--- config.mk ---
export PLATFORM = sky130hd
export DESIGN_NAME = pixel_rotation_address_mapper
export DESIGN_NICKNAME = d
export VERILOG_FILES = /design/src/prm_pkg.sv /design/src/prm_trig_rom.sv /design/src/pixel_rotation_address_mapper.sv
export SDC_FILE = /design/constraint.sdc
export NUM_CORES = 2
export LEC_CHECK = 0
export ABC_AREA = 1
export CORE_UTILIZATION = 61
export CTS_CLUSTER_SIZE = 24
export DETAILED_ROUTE_END_ITERATION = 7
export DONT_BUFFER_PORTS = 1
export GPL_TIMING_DRIVEN = 0
export MAX_ROUTING_LAYER = met4
export PLACE_DENSITY = 0.77
export SLEW_MARGIN = 5
export SYNTH_ARGS = -nofsm -noshare
export SYNTH_HDL_FRONTEND = slang
export SYNTH_HIERARCHICAL = 1
export SYNTH_SLANG_ARGS = --single-unit
--- constraint.sdc ---
create_clock -name clk -period 6.3 [get_ports clk]
set_input_delay 0.63 -clock clk [delete_from_list [all_inputs] [get_ports clk]]
set_output_delay 0.63 -clock clk [all_outputs]
set_load 0.05 [all_outputs]
--- src/prm_pkg.sv ---
// ----------------------------------------------------------------------------
// prm_pkg
// shared constants, register indexes and elaboration-time table builders for
// the pixel rotation address mapper
// ----------------------------------------------------------------------------
package prm_pkg;

    // default parameter values
    localparam int DEF_MAX_DIM        = 1024;
    localparam int DEF_TRIG_FRAC_BITS = 15;

    // fixed field widths
    localparam int ANGLE_W   = 9;
    localparam int CFG_IDX_W = 2;
    localparam int DEG_W     = 10;
    localparam int QIDX_W    = 7;
    localparam int QUARTER_N = 91;

    // register indexes on the configuration port
    localparam logic [CFG_IDX_W-1:0] REG_ANGLE  = 2'd0;
    localparam logic [CFG_IDX_W-1:0] REG_WIDTH  = 2'd1;
    localparam logic [CFG_IDX_W-1:0] REG_HEIGHT = 2'd2;
    localparam logic [CFG_IDX_W-1:0] REG_SIDE   = 2'd3;

    // angle landmarks in degrees
    localparam logic [DEG_W-1:0] DEG_90  = 10'd90;
    localparam logic [DEG_W-1:0] DEG_180 = 10'd180;
    localparam logic [DEG_W-1:0] DEG_270 = 10'd270;
    localparam logic [DEG_W-1:0] DEG_360 = 10'd360;

    // pi in q2.30 for the sine table
    localparam longint PI_Q30 = 64'sd3373259426;

    // sin(k deg) for k in 0..90, scaled by 2^frac, rounded
    // eight taylor terms after the first, divisors (2n)(2n+1)
    function automatic longint quarter_sine(input int k, input int frac);
        longint x;
        longint x2;
        longint term;
        longint sum;
        longint r;
        longint one;
        begin
            one = longint'(1) <<< frac;
            if (k == 0)
                return 0;
            if (k >= 90)
                return one;
            x    = (longint'(k) * PI_Q30 + 90) / 180;
            x2   = (x * x) >>> 30;
            term = ((x * x2) >>> 30) / 6;
            sum  = x - term;
            term = ((term * x2) >>> 30) / 20;
            sum  = sum + term;
            term = ((term * x2) >>> 30) / 42;
            sum  = sum - term;
            term = ((term * x2) >>> 30) / 72;
            sum  = sum + term;
            term = ((term * x2) >>> 30) / 110;
            sum  = sum - term;
            term = ((term * x2) >>> 30) / 156;
            sum  = sum + term;
            term = ((term * x2) >>> 30) / 210;
            sum  = sum - term;
            term = ((term * x2) >>> 30) / 272;
            sum  = sum + term;
            if (sum < 0)
                sum = 0;
            r = (sum + (longint'(1) <<< (29 - frac))) >>> (30 - frac);
            if (r > one)
                r = one;
            return r;
        end
    endfunction

    // integer square root by bit-wise search
    function automatic longint isqrt(input longint v);
        longint r;
        longint t;
        begin
            r = 0;
            for (int b = 31; b >= 0; b--)
            begin
                t = r | (longint'(1) <<< b);
                if (t * t <= v)
                    r = t;
            end
            return r;
        end
    endfunction

endpackage

--- src/prm_trig_rom.sv ---
// ----------------------------------------------------------------------------
// prm_trig_rom
// reduces the rotation angle modulo 360 and looks up registered sine and
// cosine from a quarter-wave table folded by quadrant
// ----------------------------------------------------------------------------
module prm_trig_rom
    import prm_pkg::*;
#(
    parameter int TRIG_FRAC_BITS = DEF_TRIG_FRAC_BITS
)
(
    input  logic                             clk,
    input  logic                             rst_n,
    input  logic [ANGLE_W-1:0]               angle_deg,
    output logic signed [TRIG_FRAC_BITS+1:0] sin_val,
    output logic signed [TRIG_FRAC_BITS+1:0] cos_val
);

    localparam int QW = TRIG_FRAC_BITS + 1;
    localparam int TW = TRIG_FRAC_BITS + 2;

    typedef struct packed {
        logic              neg;
        logic [QIDX_W-1:0] idx;
    } fold_t;

    logic [QW-1:0]        qrom [QUARTER_N];
    logic [DEG_W-1:0]     ang_sin;
    logic [DEG_W-1:0]     ang_cos_raw;
    logic [DEG_W-1:0]     ang_cos;
    fold_t                fold_sin;
    fold_t                fold_cos;
    logic signed [TW-1:0] sin_next;
    logic signed [TW-1:0] cos_next;
    logic signed [TW-1:0] sin_reg;
    logic signed [TW-1:0] cos_reg;

    // quarter-wave table built at elaboration
    for (genvar k = 0; k < QUARTER_N; k++)
    begin : g_rom
        localparam longint QV = quarter_sine(k, TRIG_FRAC_BITS);
        assign qrom[k] = QW'(QV);
    end

    function automatic fold_t fold_angle(input logic [DEG_W-1:0] a);
        fold_t f;
        begin
            priority if (a <= DEG_90)
            begin
                f.neg = 1'b0;
                f.idx = a[QIDX_W-1:0];
            end
            else if (a <= DEG_180)
            begin
                f.neg = 1'b0;
                f.idx = QIDX_W'(DEG_180 - a);
            end
            else if (a <= DEG_270)
            begin
                f.neg = 1'b1;
                f.idx = QIDX_W'(a - DEG_180);
            end
            else
            begin
                f.neg = 1'b1;
                f.idx = QIDX_W'(DEG_360 - a);
            end
            return f;
        end
    endfunction

    always_comb
    begin
        ang_sin     = (DEG_W'(angle_deg) >= DEG_360) ? DEG_W'(angle_deg) - DEG_360
                                                     : DEG_W'(angle_deg);
        ang_cos_raw = ang_sin + DEG_90;
        ang_cos     = (ang_cos_raw >= DEG_360) ? ang_cos_raw - DEG_360 : ang_cos_raw;
        fold_sin    = fold_angle(ang_sin);
        fold_cos    = fold_angle(ang_cos);
        sin_next    = fold_sin.neg ? -$signed({1'b0, qrom[fold_sin.idx]})
                                   :  $signed({1'b0, qrom[fold_sin.idx]});
        cos_next    = fold_cos.neg ? -$signed({1'b0, qrom[fold_cos.idx]})
                                   :  $signed({1'b0, qrom[fold_cos.idx]});
    end

    always_ff @(posedge clk or negedge rst_n)
    begin
        if (!rst_n)
        begin
            sin_reg <= '0;
            cos_reg <= TW'(longint'(1) <<< TRIG_FRAC_BITS);
        end
        else
        begin
            sin_reg <= sin_next;
            cos_reg <= cos_next;
        end
    end

    assign sin_val = sin_reg;
    assign cos_val = cos_reg;

endmodule

--- src/pixel_rotation_address_mapper.sv ---
// ----------------------------------------------------------------------------
// pixel_rotation_address_mapper
// rotates each source pixel position about the image center and places it in
// a square output frame, passing the color bytes through
// ----------------------------------------------------------------------------
//
//  channel   direction  handshake            payload
//  -------   ---------  -------------------  ---------------------------------
//  in        sink       in_valid / in_stall  src_col src_row blue green red in
//  out       source     out_valid/out_stall  dst_col dst_row in_frame b/g/r out
//  cfg       sink       cfg_we               cfg_index cfg_data
//
// one request per clock sustained while out_stall is low; every request gives
// one result once it is accepted (pipeline of four register stages: offset,
// multiply, sum, truncate and bound check)
// stages hand over individually, so bubbles close up while the output stalls;
// in_stall rises only when every stage holds a request and out_stall is high
// reset clears the valid bits and loads the register defaults (angle 0, full
// width and height, frame side equal to the integer diagonal)
// sine and cosine are registered from the angle register after an angle write
// ----------------------------------------------------------------------------
module pixel_rotation_address_mapper
    import prm_pkg::*;
#(
    parameter int MAX_DIM        = DEF_MAX_DIM,
    parameter int TRIG_FRAC_BITS = DEF_TRIG_FRAC_BITS
)
(
    input  logic                          clk,
    input  logic                          rst_n,
    // configuration
    input  logic                          cfg_we,
    input  logic [CFG_IDX_W-1:0]          cfg_index,
    input  logic [((($clog2(MAX_DIM*3/2+1)) > ANGLE_W) ?
                   ($clog2(MAX_DIM*3/2+1)) : ANGLE_W)-1:0] cfg_data,
    // source pixel requests
    input  logic                          in_valid,
    output logic                          in_stall,
    input  logic [$clog2(MAX_DIM)-1:0]    src_col,
    input  logic [$clog2(MAX_DIM)-1:0]    src_row,
    input  logic [7:0]                    blue_in,
    input  logic [7:0]                    green_in,
    input  logic [7:0]                    red_in,
    // destination results
    output logic                          out_valid,
    input  logic                          out_stall,
    output logic [$clog2(MAX_DIM*3/2+1)-1:0] dst_col,
    output logic [$clog2(MAX_DIM*3/2+1)-1:0] dst_row,
    output logic                          in_frame,
    output logic [7:0]                    blue_out,
    output logic [7:0]                    green_out,
    output logic [7:0]                    red_out
);

    // coordinate and dimension widths
    localparam int CW     = $clog2(MAX_DIM);             // source position
    localparam int DW     = $clog2(MAX_DIM + 1);         // width and height
    localparam int SW     = $clog2(MAX_DIM * 3 / 2 + 1); // frame side
    localparam int F      = TRIG_FRAC_BITS;
    localparam int TW     = F + 2;                       // signed trig value
    localparam int DCW    = CW + 1;                      // signed offset
    localparam int PROD_W = DCW + TW;
    localparam int SUM_W  = PROD_W + 1;
    localparam int IW     = SUM_W - F;                   // truncated position
    localparam longint SIDE_RST = isqrt(2 * longint'(MAX_DIM) * longint'(MAX_DIM));

    // configuration registers
    logic [ANGLE_W-1:0] angle_reg;
    logic [DW-1:0]      width_reg;
    logic [DW-1:0]      height_reg;
    logic [SW-1:0]      side_reg;

    // trig values for the current angle
    logic signed [TW-1:0] sin_val;
    logic signed [TW-1:0] cos_val;

    // stage handover
    logic ready1;
    logic ready2;
    logic ready3;
    logic ready4;

    // stage 1: offsets from the image center
    logic [DW-1:0]         width_clamp;
    logic [DW-1:0]         height_clamp;
    logic signed [DCW-1:0] dc_next;
    logic signed [DCW-1:0] dr_next;
    logic                  v1_reg;
    logic signed [DCW-1:0] dc_reg;
    logic signed [DCW-1:0] dr_reg;
    logic [7:0]            b1_reg;
    logic [7:0]            g1_reg;
    logic [7:0]            r1_reg;

    // stage 2: rotation products
    logic                     v2_reg;
    logic signed [PROD_W-1:0] pcc_reg;
    logic signed [PROD_W-1:0] prs_reg;
    logic signed [PROD_W-1:0] pcs_reg;
    logic signed [PROD_W-1:0] prc_reg;
    logic [7:0]               b2_reg;
    logic [7:0]               g2_reg;
    logic [7:0]               r2_reg;

    // stage 3: scaled positions
    logic signed [SUM_W-1:0] base;
    logic signed [SUM_W-1:0] x_next;
    logic signed [SUM_W-1:0] y_next;
    logic                    v3_reg;
    logic signed [SUM_W-1:0] x_reg;
    logic signed [SUM_W-1:0] y_reg;
    logic [7:0]              b3_reg;
    logic [7:0]              g3_reg;
    logic [7:0]              r3_reg;

    // stage 4: truncation, bound check, output register
    logic signed [IW-1:0] xi;
    logic signed [IW-1:0] yi;
    logic signed [IW-1:0] side_ext;
    logic                 lands_in;
    logic                 out_valid_reg;
    logic [SW-1:0]        dst_col_reg;
    logic [SW-1:0]        dst_row_reg;
    logic                 in_frame_reg;
    logic [7:0]           blue_reg;
    logic [7:0]           green_reg;
    logic [7:0]           red_reg;

    // truncation toward zero of a value with F fraction bits
    function automatic logic signed [IW-1:0] trunc_frac(input logic signed [SUM_W-1:0] v);
        logic [SUM_W-1:0] mag;
        logic [IW-1:0]    q;
        begin
            mag = v[SUM_W-1] ? SUM_W'(-v) : SUM_W'(v);
            q   = mag[SUM_W-1:F];
            return v[SUM_W-1] ? -$signed(q) : $signed(q);
        end
    endfunction

    // ------------------------------------------------------------------------
    // configuration port
    // ------------------------------------------------------------------------
    always_ff @(posedge clk or negedge rst_n)
    begin
        if (!rst_n)
        begin
            angle_reg  <= '0;
            width_reg  <= DW'(MAX_DIM);
            height_reg <= DW'(MAX_DIM);
            side_reg   <= SW'(SIDE_RST);
        end
        else if (cfg_we)
        begin
            unique case (cfg_index)
                REG_ANGLE:  angle_reg  <= cfg_data[ANGLE_W-1:0];
                REG_WIDTH:  width_reg  <= DW'(cfg_data);
                REG_HEIGHT: height_reg <= DW'(cfg_data);
                REG_SIDE:   side_reg   <= SW'(cfg_data);
            endcase
        end
    end

    // sine and cosine, reduced modulo 360 and registered
    prm_trig_rom #(
        .TRIG_FRAC_BITS (TRIG_FRAC_BITS)
    ) u_trig (
        .clk       (clk),
        .rst_n     (rst_n),
        .angle_deg (angle_reg),
        .sin_val   (sin_val),
        .cos_val   (cos_val)
    );

    // ------------------------------------------------------------------------
    // handover: a stage loads when it is empty or its successor loads
    // ------------------------------------------------------------------------
    assign ready4   = !out_valid_reg || !out_stall;
    assign ready3   = !v3_reg || ready4;
    assign ready2   = !v2_reg || ready3;
    assign ready1   = !v1_reg || ready2;
    assign in_stall = !ready1;

    // ------------------------------------------------------------------------
    // stage 1: center offsets, dimensions clamped to MAX_DIM
    // ------------------------------------------------------------------------
    always_comb
    begin
        width_clamp  = (width_reg  > DW'(MAX_DIM)) ? DW'(MAX_DIM) : width_reg;
        height_clamp = (height_reg > DW'(MAX_DIM)) ? DW'(MAX_DIM) : height_reg;
        dc_next = $signed(DCW'(src_col)) - $signed(DCW'(width_clamp[DW-1:1]));
        dr_next = $signed(DCW'(src_row)) - $signed(DCW'(height_clamp[DW-1:1]));
    end

    always_ff @(posedge clk or negedge rst_n)
    begin
        if (!rst_n)
            v1_reg <= 1'b0;
        else if (ready1)
            v1_reg <= in_valid;
    end

    always_ff @(posedge clk)
    begin
        if (ready1 && in_valid)
        begin
            dc_reg <= dc_next;
            dr_reg <= dr_next;
            b1_reg <= blue_in;
            g1_reg <= green_in;
            r1_reg <= red_in;
        end
    end

    // ------------------------------------------------------------------------
    // stage 2: four products of offset and trig value
    // ------------------------------------------------------------------------
    always_ff @(posedge clk or negedge rst_n)
    begin
        if (!rst_n)
            v2_reg <= 1'b0;
        else if (ready2)
            v2_reg <= v1_reg;
    end

    always_ff @(posedge clk)
    begin
        if (ready2 && v1_reg)
        begin
            pcc_reg <= PROD_W'(dc_reg) * PROD_W'(cos_val);
            prs_reg <= PROD_W'(dr_reg) * PROD_W'(sin_val);
            pcs_reg <= PROD_W'(dc_reg) * PROD_W'(sin_val);
            prc_reg <= PROD_W'(dr_reg) * PROD_W'(cos_val);
            b2_reg  <= b1_reg;
            g2_reg  <= g1_reg;
            r2_reg  <= r1_reg;
        end
    end

    // ------------------------------------------------------------------------
    // stage 3: frame center plus rotated offset, still scaled by 2^F
    // ------------------------------------------------------------------------
    always_comb
    begin
        base   = $signed(SUM_W'({side_reg[SW-1:1], {F{1'b0}}}));
        x_next = base + SUM_W'(pcc_reg) - SUM_W'(prs_reg);
        y_next = base + SUM_W'(pcs_reg) + SUM_W'(prc_reg);
    end

    always_ff @(posedge clk or negedge rst_n)
    begin
        if (!rst_n)
            v3_reg <= 1'b0;
        else if (ready3)
            v3_reg <= v2_reg;
    end

    always_ff @(posedge clk)
    begin
        if (ready3 && v2_reg)
        begin
            x_reg  <= x_next;
            y_reg  <= y_next;
            b3_reg <= b2_reg;
            g3_reg <= g2_reg;
            r3_reg <= r2_reg;
        end
    end

    // ------------------------------------------------------------------------
    // stage 4: truncate toward zero, check against the frame, zero if outside
    // a value just below zero truncates to zero and counts as inside
    // ------------------------------------------------------------------------
    always_comb
    begin
        xi       = trunc_frac(x_reg);
        yi       = trunc_frac(y_reg);
        side_ext = $signed(IW'(side_reg));
        lands_in = !xi[IW-1] && !yi[IW-1] && (xi < side_ext) && (yi < side_ext);
    end

    always_ff @(posedge clk or negedge rst_n)
    begin
        if (!rst_n)
            out_valid_reg <= 1'b0;
        else if (ready4)
            out_valid_reg <= v3_reg;
    end

    always_ff @(posedge clk)
    begin
        if (ready4 && v3_reg)
        begin
            dst_col_reg  <= lands_in ? xi[SW-1:0] : '0;
            dst_row_reg  <= lands_in ? yi[SW-1:0] : '0;
            in_frame_reg <= lands_in;
            blue_reg     <= b3_reg;
            green_reg    <= g3_reg;
            red_reg      <= r3_reg;
        end
    end

    assign out_valid = out_valid_reg;
    assign dst_col   = dst_col_reg;
    assign dst_row   = dst_row_reg;
    assign in_frame  = in_frame_reg;
    assign blue_out  = blue_reg;
    assign green_out = green_reg;
    assign red_out   = red_reg;

    // ------------------------------------------------------------------------
    // assertions
    // ------------------------------------------------------------------------

    // input back-pressure only when the whole pipeline is full and held
    a_stall_full: assert property (@(posedge clk) disable iff (!rst_n)
        in_stall |-> (v1_reg && v2_reg && v3_reg && out_valid && out_stall))
        else $error("in_stall raised with room in the pipeline");

    // a new result only comes from a request held in the sum stage
    a_out_source: assert property (@(posedge clk) disable iff (!rst_n)
        $rose(out_valid) |-> $past(v3_reg))
        else $error("result appeared without a request in the sum stage");

    // a result flagged inside lies within the configured frame
    a_in_bounds: assert property (@(posedge clk) disable iff (!rst_n)
        (out_valid && in_frame) |-> (dst_col < side_reg && dst_row < side_reg))
        else $error("in-frame result outside the frame side");

    // a result flagged outside carries a zero position
    a_out_zero: assert property (@(posedge clk) disable iff (!rst_n)
        (out_valid && !in_frame) |-> (dst_col == '0 && dst_row == '0))
        else $error("dropped result carries a nonzero position");

endmodule
After elaboration in Yosys (flattened, before gate mapping)
Memory sizes are Yosys's and may differ from the RTL's. Cells that the tools add are included.

Input port bits: 62. Word-level logic and storage cells: 123. Flip-flop bits (word level): 391. Bits in read-only memories: 4096. Bits in latches: 0. Bits in writable memories: 0. Memories kept: 2.

Magnitude comparators: 14. Eq/ne operators: 3. Bitwise operators: 2. $add $sub $neg: 21. Shift-type cells: 0. Reductions and logical operators: 24. Divide/modulo/power cells: 0. $mul: 4. Multiplexer cells: 20.

Memory list: (no name shown) (depth 128, width 16, read ports 1, clocked after Yosys merged registers in 0, wr ports 0, RTL line prm_trig_rom.sv:82) `cos_next = fold_cos.neg ? -$signed({1'b0, qrom[fold_cos.idx]})`; (no name shown) (depth 128, width 16, read ports 1, clocked after Yosys merged registers in 0, wr ports 0, RTL line prm_trig_rom.sv:80) `sin_next = fold_sin.neg ? -$signed({1'b0, qrom[fold_sin.idx]})`.

Operators by type and width (count): multiplier 11 x 17 -> 28 bit (4); 2-to-1 mux 16 bit (4); adder 26 x 28 -> 29 bit (2); 2-to-1 mux 29 bit (2); negation 29 bit (2); 2-to-1 mux 17 bit (2); negation 16 -> 17 bit (2); 2-to-1 mux 8 bit (4); adder 29 x 28 -> 29 bit (1); subtractor 29 x 28 -> 29 bit (1); less-than comparator 14 x 12 -> 1 bit (2); 2-to-1 mux 14 bit (2); negation 14 bit (2); greater-than comparator 11 bit (second input constant) (2); 2-to-1 mux 11 bit (2); subtractor 10 x 10 -> 11 bit (2); <= comparator 10 x 7 -> 1 bit (second input constant) (2); <= comparator 10 x 8 -> 1 bit (second input constant) (2); <= comparator 10 x 9 -> 1 bit (second input constant) (2); 2-to-1 mux 10 bit (2); greater-or-equal comparator 8 bit (second input constant) (2); NOT 7 -> 8 bit (2); 2-to-1 mux 7 bit (2); subtractor 6 x 7 -> 7 bit (first input constant) (2); other kinds (14) (36).

Longest topological paths before layout
Word-level depth: 15. Gate-level depth with buffers: 48.

Cells and area by module
Netlist, hierarchy kept.

By module, submodules not included: pixel_rotation_address_mapper (area each 45484.9 um2, sequential area each 10498.8 um2, instances 1, cells each 5152); prm_trig_rom (area each 7068.0 um2, sequential area each 852.1 um2, instances 1, cells each 1242).

Worst setup path after synthesis
No wires, ideal clock.

Path type: register to register. Start: register out_valid_reg (netlist: out_valid). End: register b2_reg[0] (enable). Arrival time: 6.582 ns. Stages on the path, launching flop included: 6. Path slack: -0.918 ns. Setup time: 0.636 ns. Path buffers: 0. Cell sequence: dfrtp_1 -> nand2_1 -> nor2_1 -> inv_1 -> nor2_1 -> nor2_1.

Word-level cells in the longest chain between the ends: 5.

RTL lines: from (decl) (RTL line pixel_rotation_address_mapper.sv:121) `logic out_valid_reg;`; from (signal assigned) (RTL line pixel_rotation_address_mapper.sv:286) `out_valid_reg <= v3_reg;`; zero test 1 bit (RTL line pixel_rotation_address_mapper.sv:177) `assign ready4 = !out_valid_reg || !out_stall;`; logical OR 1 bit (RTL line pixel_rotation_address_mapper.sv:177); logical OR 1 bit (RTL line pixel_rotation_address_mapper.sv:178) `assign ready3 = !v3_reg || ready4;`; logical OR 1 bit (RTL line pixel_rotation_address_mapper.sv:179) `assign ready2 = !v2_reg || ready3;`; logical AND 1 bit (RTL line pixel_rotation_address_mapper.sv:227) `if (ready2 && v1_reg)`; to (signal assigned) (RTL line pixel_rotation_address_mapper.sv:233) `b2_reg <= b1_reg;`; to (decl) (RTL line pixel_rotation_address_mapper.sv:101) `logic [7:0] b2_reg;`.

Every way passes these cells. A chain may end at the register's enable or synchronous reset.

Worst setup path in the final report
Start: register dc_reg[1]. End: register pcc_reg[27] (data pin).

Word-level cells in the longest chain between the ends: 1.

RTL lines: from (decl) (RTL line pixel_rotation_address_mapper.sv:89) `logic signed [DCW-1:0] dc_reg;`; from (signal assigned) (RTL line pixel_rotation_address_mapper.sv:206) `dc_reg <= dc_next;`; multiplier 11 x 17 -> 28 bit (RTL line pixel_rotation_address_mapper.sv:229) `pcc_reg <= PROD_W'(dc_reg) * PROD_W'(cos_val);`; to (signal assigned) (RTL line pixel_rotation_address_mapper.sv:229); to (decl) (RTL line pixel_rotation_address_mapper.sv:97) `logic signed [PROD_W-1:0] pcc_reg;`.

Every way passes these cells.

==> summary.txt <==
STATUS
-----------------------------------------------------------------------------------------
Run status                                                                   finished clean

GRT
-----------------------------------------------------------------------------------------
Number of global-route vias before repair                                          42.75k
Total GRT Usage                                                                    38.50%
Antenna violations before repair                                                       11
Wire length of the first global-routing pass                                    244800 um
GRT overflow                                                                            0
Maximum number of pins on one net before global-route repair                           81

SYNTH
-----------------------------------------------------------------------------------------
Post-Syn Area                                                                0.05255 mm^2
Mapped Cells                                                                         6394
Leading register cell type out of synthesis                                      edfxtp_1
Most area-hungry cell type in the Yosys netlist                                      fa_1
Proportion of register bits with asynchronous set or reset after synthesis         20.46%
Syn avg cell area                                                              8.219 um^2
EDFF count, synth                                                                     311
Total of warnings raised by yosys                                                       6
Synth Net Count                                                                      7580
Sequential share of the synthesized area                                           21.60%
Top area cells in the synthesized netlist                                    fa_1, edfxtp_1, inv_1
#FFs+latches synth                                                                    391
Count of unique library cells instantiated by Yosys                                    60
Top-area cell type share of the netlist area                                       27.01%

DRT
-----------------------------------------------------------------------------------------
DRT antenna net count                                                                   0
Total length of routed wires                                                    159500 um
1st-iter DRT viols                                                                   4076
Average wire per standard cell                                                   20.78 um
First-pass iteration count of the detailed router                                       6
Vias per std cell                                                                   5.636
Overall via count from detail_route                                                43.26k
Drt drc                                                                                 0

STA
-----------------------------------------------------------------------------------------
Clock period minus worst slack                                                   6.281 ns
Number of hold violations in the final report                                           0
Slew Viols, Final                                                                       0
Worst Hold Margin                                                               0.1325 ns
Highest clock frequency the design can meet                                     159.2 MHz
Final critical-path share of the clock period                                      99.70%
Transition time at the pin with the least slew margin                            1.118 ns
Worst Slack Setup Final                                                        0.01890 ns
Max-slew headroom at the worst pin                                                 25.18%
Worst setup skew after layout                                                  0.02689 ns
Final setup viols                                                                       0

CLOCK NETWORK
-----------------------------------------------------------------------------------------
Clock slew at reported path FFs                                                   0.06 ns
Number of clock buffers inserted by TritonCTS                                          41
H-tree depth                                                                            2
Clock Tree Buf Depth                                                                    3
TritonCTS clock tree                                                                 done
Clock sink count                                                                      391
Cell at the root of the clock tree                                              clkbuf_16
Insertion delay to the later sink of the worst-skew pair                          0.60 ns

FINISH
-----------------------------------------------------------------------------------------
Share of layout cells above drive strength 1                                       7.578%
Post-Route Utilization                                                             66.24%
Top library cells by usage in the layout, fill and taps aside                inv_1, nand2_1, fa_1
Fill cell instance count of the final layout                                         7199
Most common cell after layout, fill and taps aside                                  inv_1
Layout Area Growth over Synthesis                                                  7.495%
Net total in the final layout                                                        7673

SETUP PATH
-----------------------------------------------------------------------------------------
Cell class contributing the biggest share of worst-path delay                 adder cells
Bufs and invs on worst path                                                             5
Endpoint kind of the worst setup timing path                                    flip-flop
Critical Path RT                                                                  6.59 ns
Worst Path Arrival                                                                6.57 ns
Delay of the slowest cell on the worst path                                       0.53 ns
Setup CP Type                                                                  reg -> reg
Maximum fanout encountered on the critical timing path                                 10
Worst path slowest cell                                                              fa_1
Cells traversed along the worst timing path                                  clkbuf_1 > clkbuf_2 > nand2_1 > fa_1 > fa_1 > inv_1 > fa_1 > inv_1 > fa_1 > inv_1 > ha_1 > a21oi_1 > o21ai_0 > a21oi_2 > o21ai_1 > a21oi_2 > nor2_1 > o21ai_0 > nand2_1 > nand2_1 > nand2_1 > xor2_4
Kind of start point of the critical path                                        flip-flop

PLACEMENT
-----------------------------------------------------------------------------------------
Half-perimeter wire length after placement                                      128300 um
Weighted congestion reported at the end of routability-driven placement             1.023
Worst setup slack before clock tree synthesis                                   -1.233 ns
Port Buffer Count                                                                       0

FLOORPLANNING
-----------------------------------------------------------------------------------------
Die boundary width                                                               295.5 um
Starting Density                                                                   61.62%
Die Y-Extent                                                                     295.5 um
Core area                                                                    0.08528 mm^2
Die Footprint                                                                0.08733 mm^2
Boundary pin count                                                                    111
Core Rows                                                                             107

WORST HOLD PATH
-----------------------------------------------------------------------------------------
Class of the tightest hold or removal check                                     in -> reg

RUN
-----------------------------------------------------------------------------------------
Max_cap viols                                                                           0

## final timing paths
path                                     endpoint       start  cells past startpoint  slack (ns)
worst max-delay path                  pcc_reg[27]   dc_reg[1]                     22        0.02
worst min-delay path                    b1_reg[3]  blue_in[3]                      0        0.13
worst max register to register        pcc_reg[27]   dc_reg[1]                     22        0.02
worst min register to register          r3_reg[1]   r2_reg[1]                      0        0.42
max in group asynchronous       u_trig/sin_val[4]       rst_n                      2        5.29
min in group asynchronous            angle_reg[6]       rst_n                      2        0.62
## layer usage
layer | wire, um | global-route usage, % | vias to the layer above
li1 | - | - | 19669
met1 | 61550 | 49.01 | 20956
met2 | 71860 | 58.35 | 2160
met3 | 16010 | 7.285 | 470
met4 | 10100 | 20.78 | 0
met5 | 0 | - | -
## cell families (layout without fill, tap and decap cells)
group | count (synthesis) | count (layout) | share of synthesized area, %
flops | 391 | 391 | 21.60
fa+ha+maj | 1124 | 1124 | 36.89
compound gates | 613 | 613 | 6.559
xor+xnor | 243 | 243 | 4.064
other cells | 0 | 12 | 0
simple gates | 2269 | 2270 | 18.10
buf+inv | 1754 | 1878 | 12.79
## through the flow
step	instance area, um^2	instances	TNS (ns)
floorplan	52560	6394	0
global placement	53990	7538	-41.16
detailed placement	54160	7545	-36.28
CTS	55990	7638	0
global route	56480	7670	-0.08367
finish	56490	7675	0
## Yosys cell counts (90+ instances only)
master and instances:
inv_1 1505, edfxtp_1 311, o21ai_0 226, nand2_1 1434, a21oi_1 227, clkbuf_1 133, ha_1 415, fa_1 709
xnor2_1 90, nor2_1 348, xor2_1 152, nand3_1 274
## final cells by class
cell class | count | area [um^2] | area share, %
Clock inverter | 25 | 262.8 | 0.4651
Antenna cell | 12 | 30.03 | 0.05316
Inverter | 1534 | 5769 | 10.21
Multi-Input combinational cell | 4250 | 34750 | 61.52
Buffer | 200 | 1079 | 1.909
Timing Repair Buffer | 69 | 714.4 | 1.265
Clock buffer | 50 | 1101 | 1.949
Sequential cell | 391 | 11350 | 20.10
Tap cell | 1144 | 1431 | 2.534
## repair_timing
action / 4_1_cts / 5_1_grt
pin swaps: 0 / 7
gates resized for setup: 89 / 138
gates cloned: 0 / 1
endpoints found under the hold margin: 80 / 0
setup buffers: 32 / 28
setup endpoints to repair: 71 / 54
hold buffers: 2 / 0
Power is left out: the tool's default activity adds up to more than one toggle a clock period on the data nets, which glitch-free logic cannot reach.
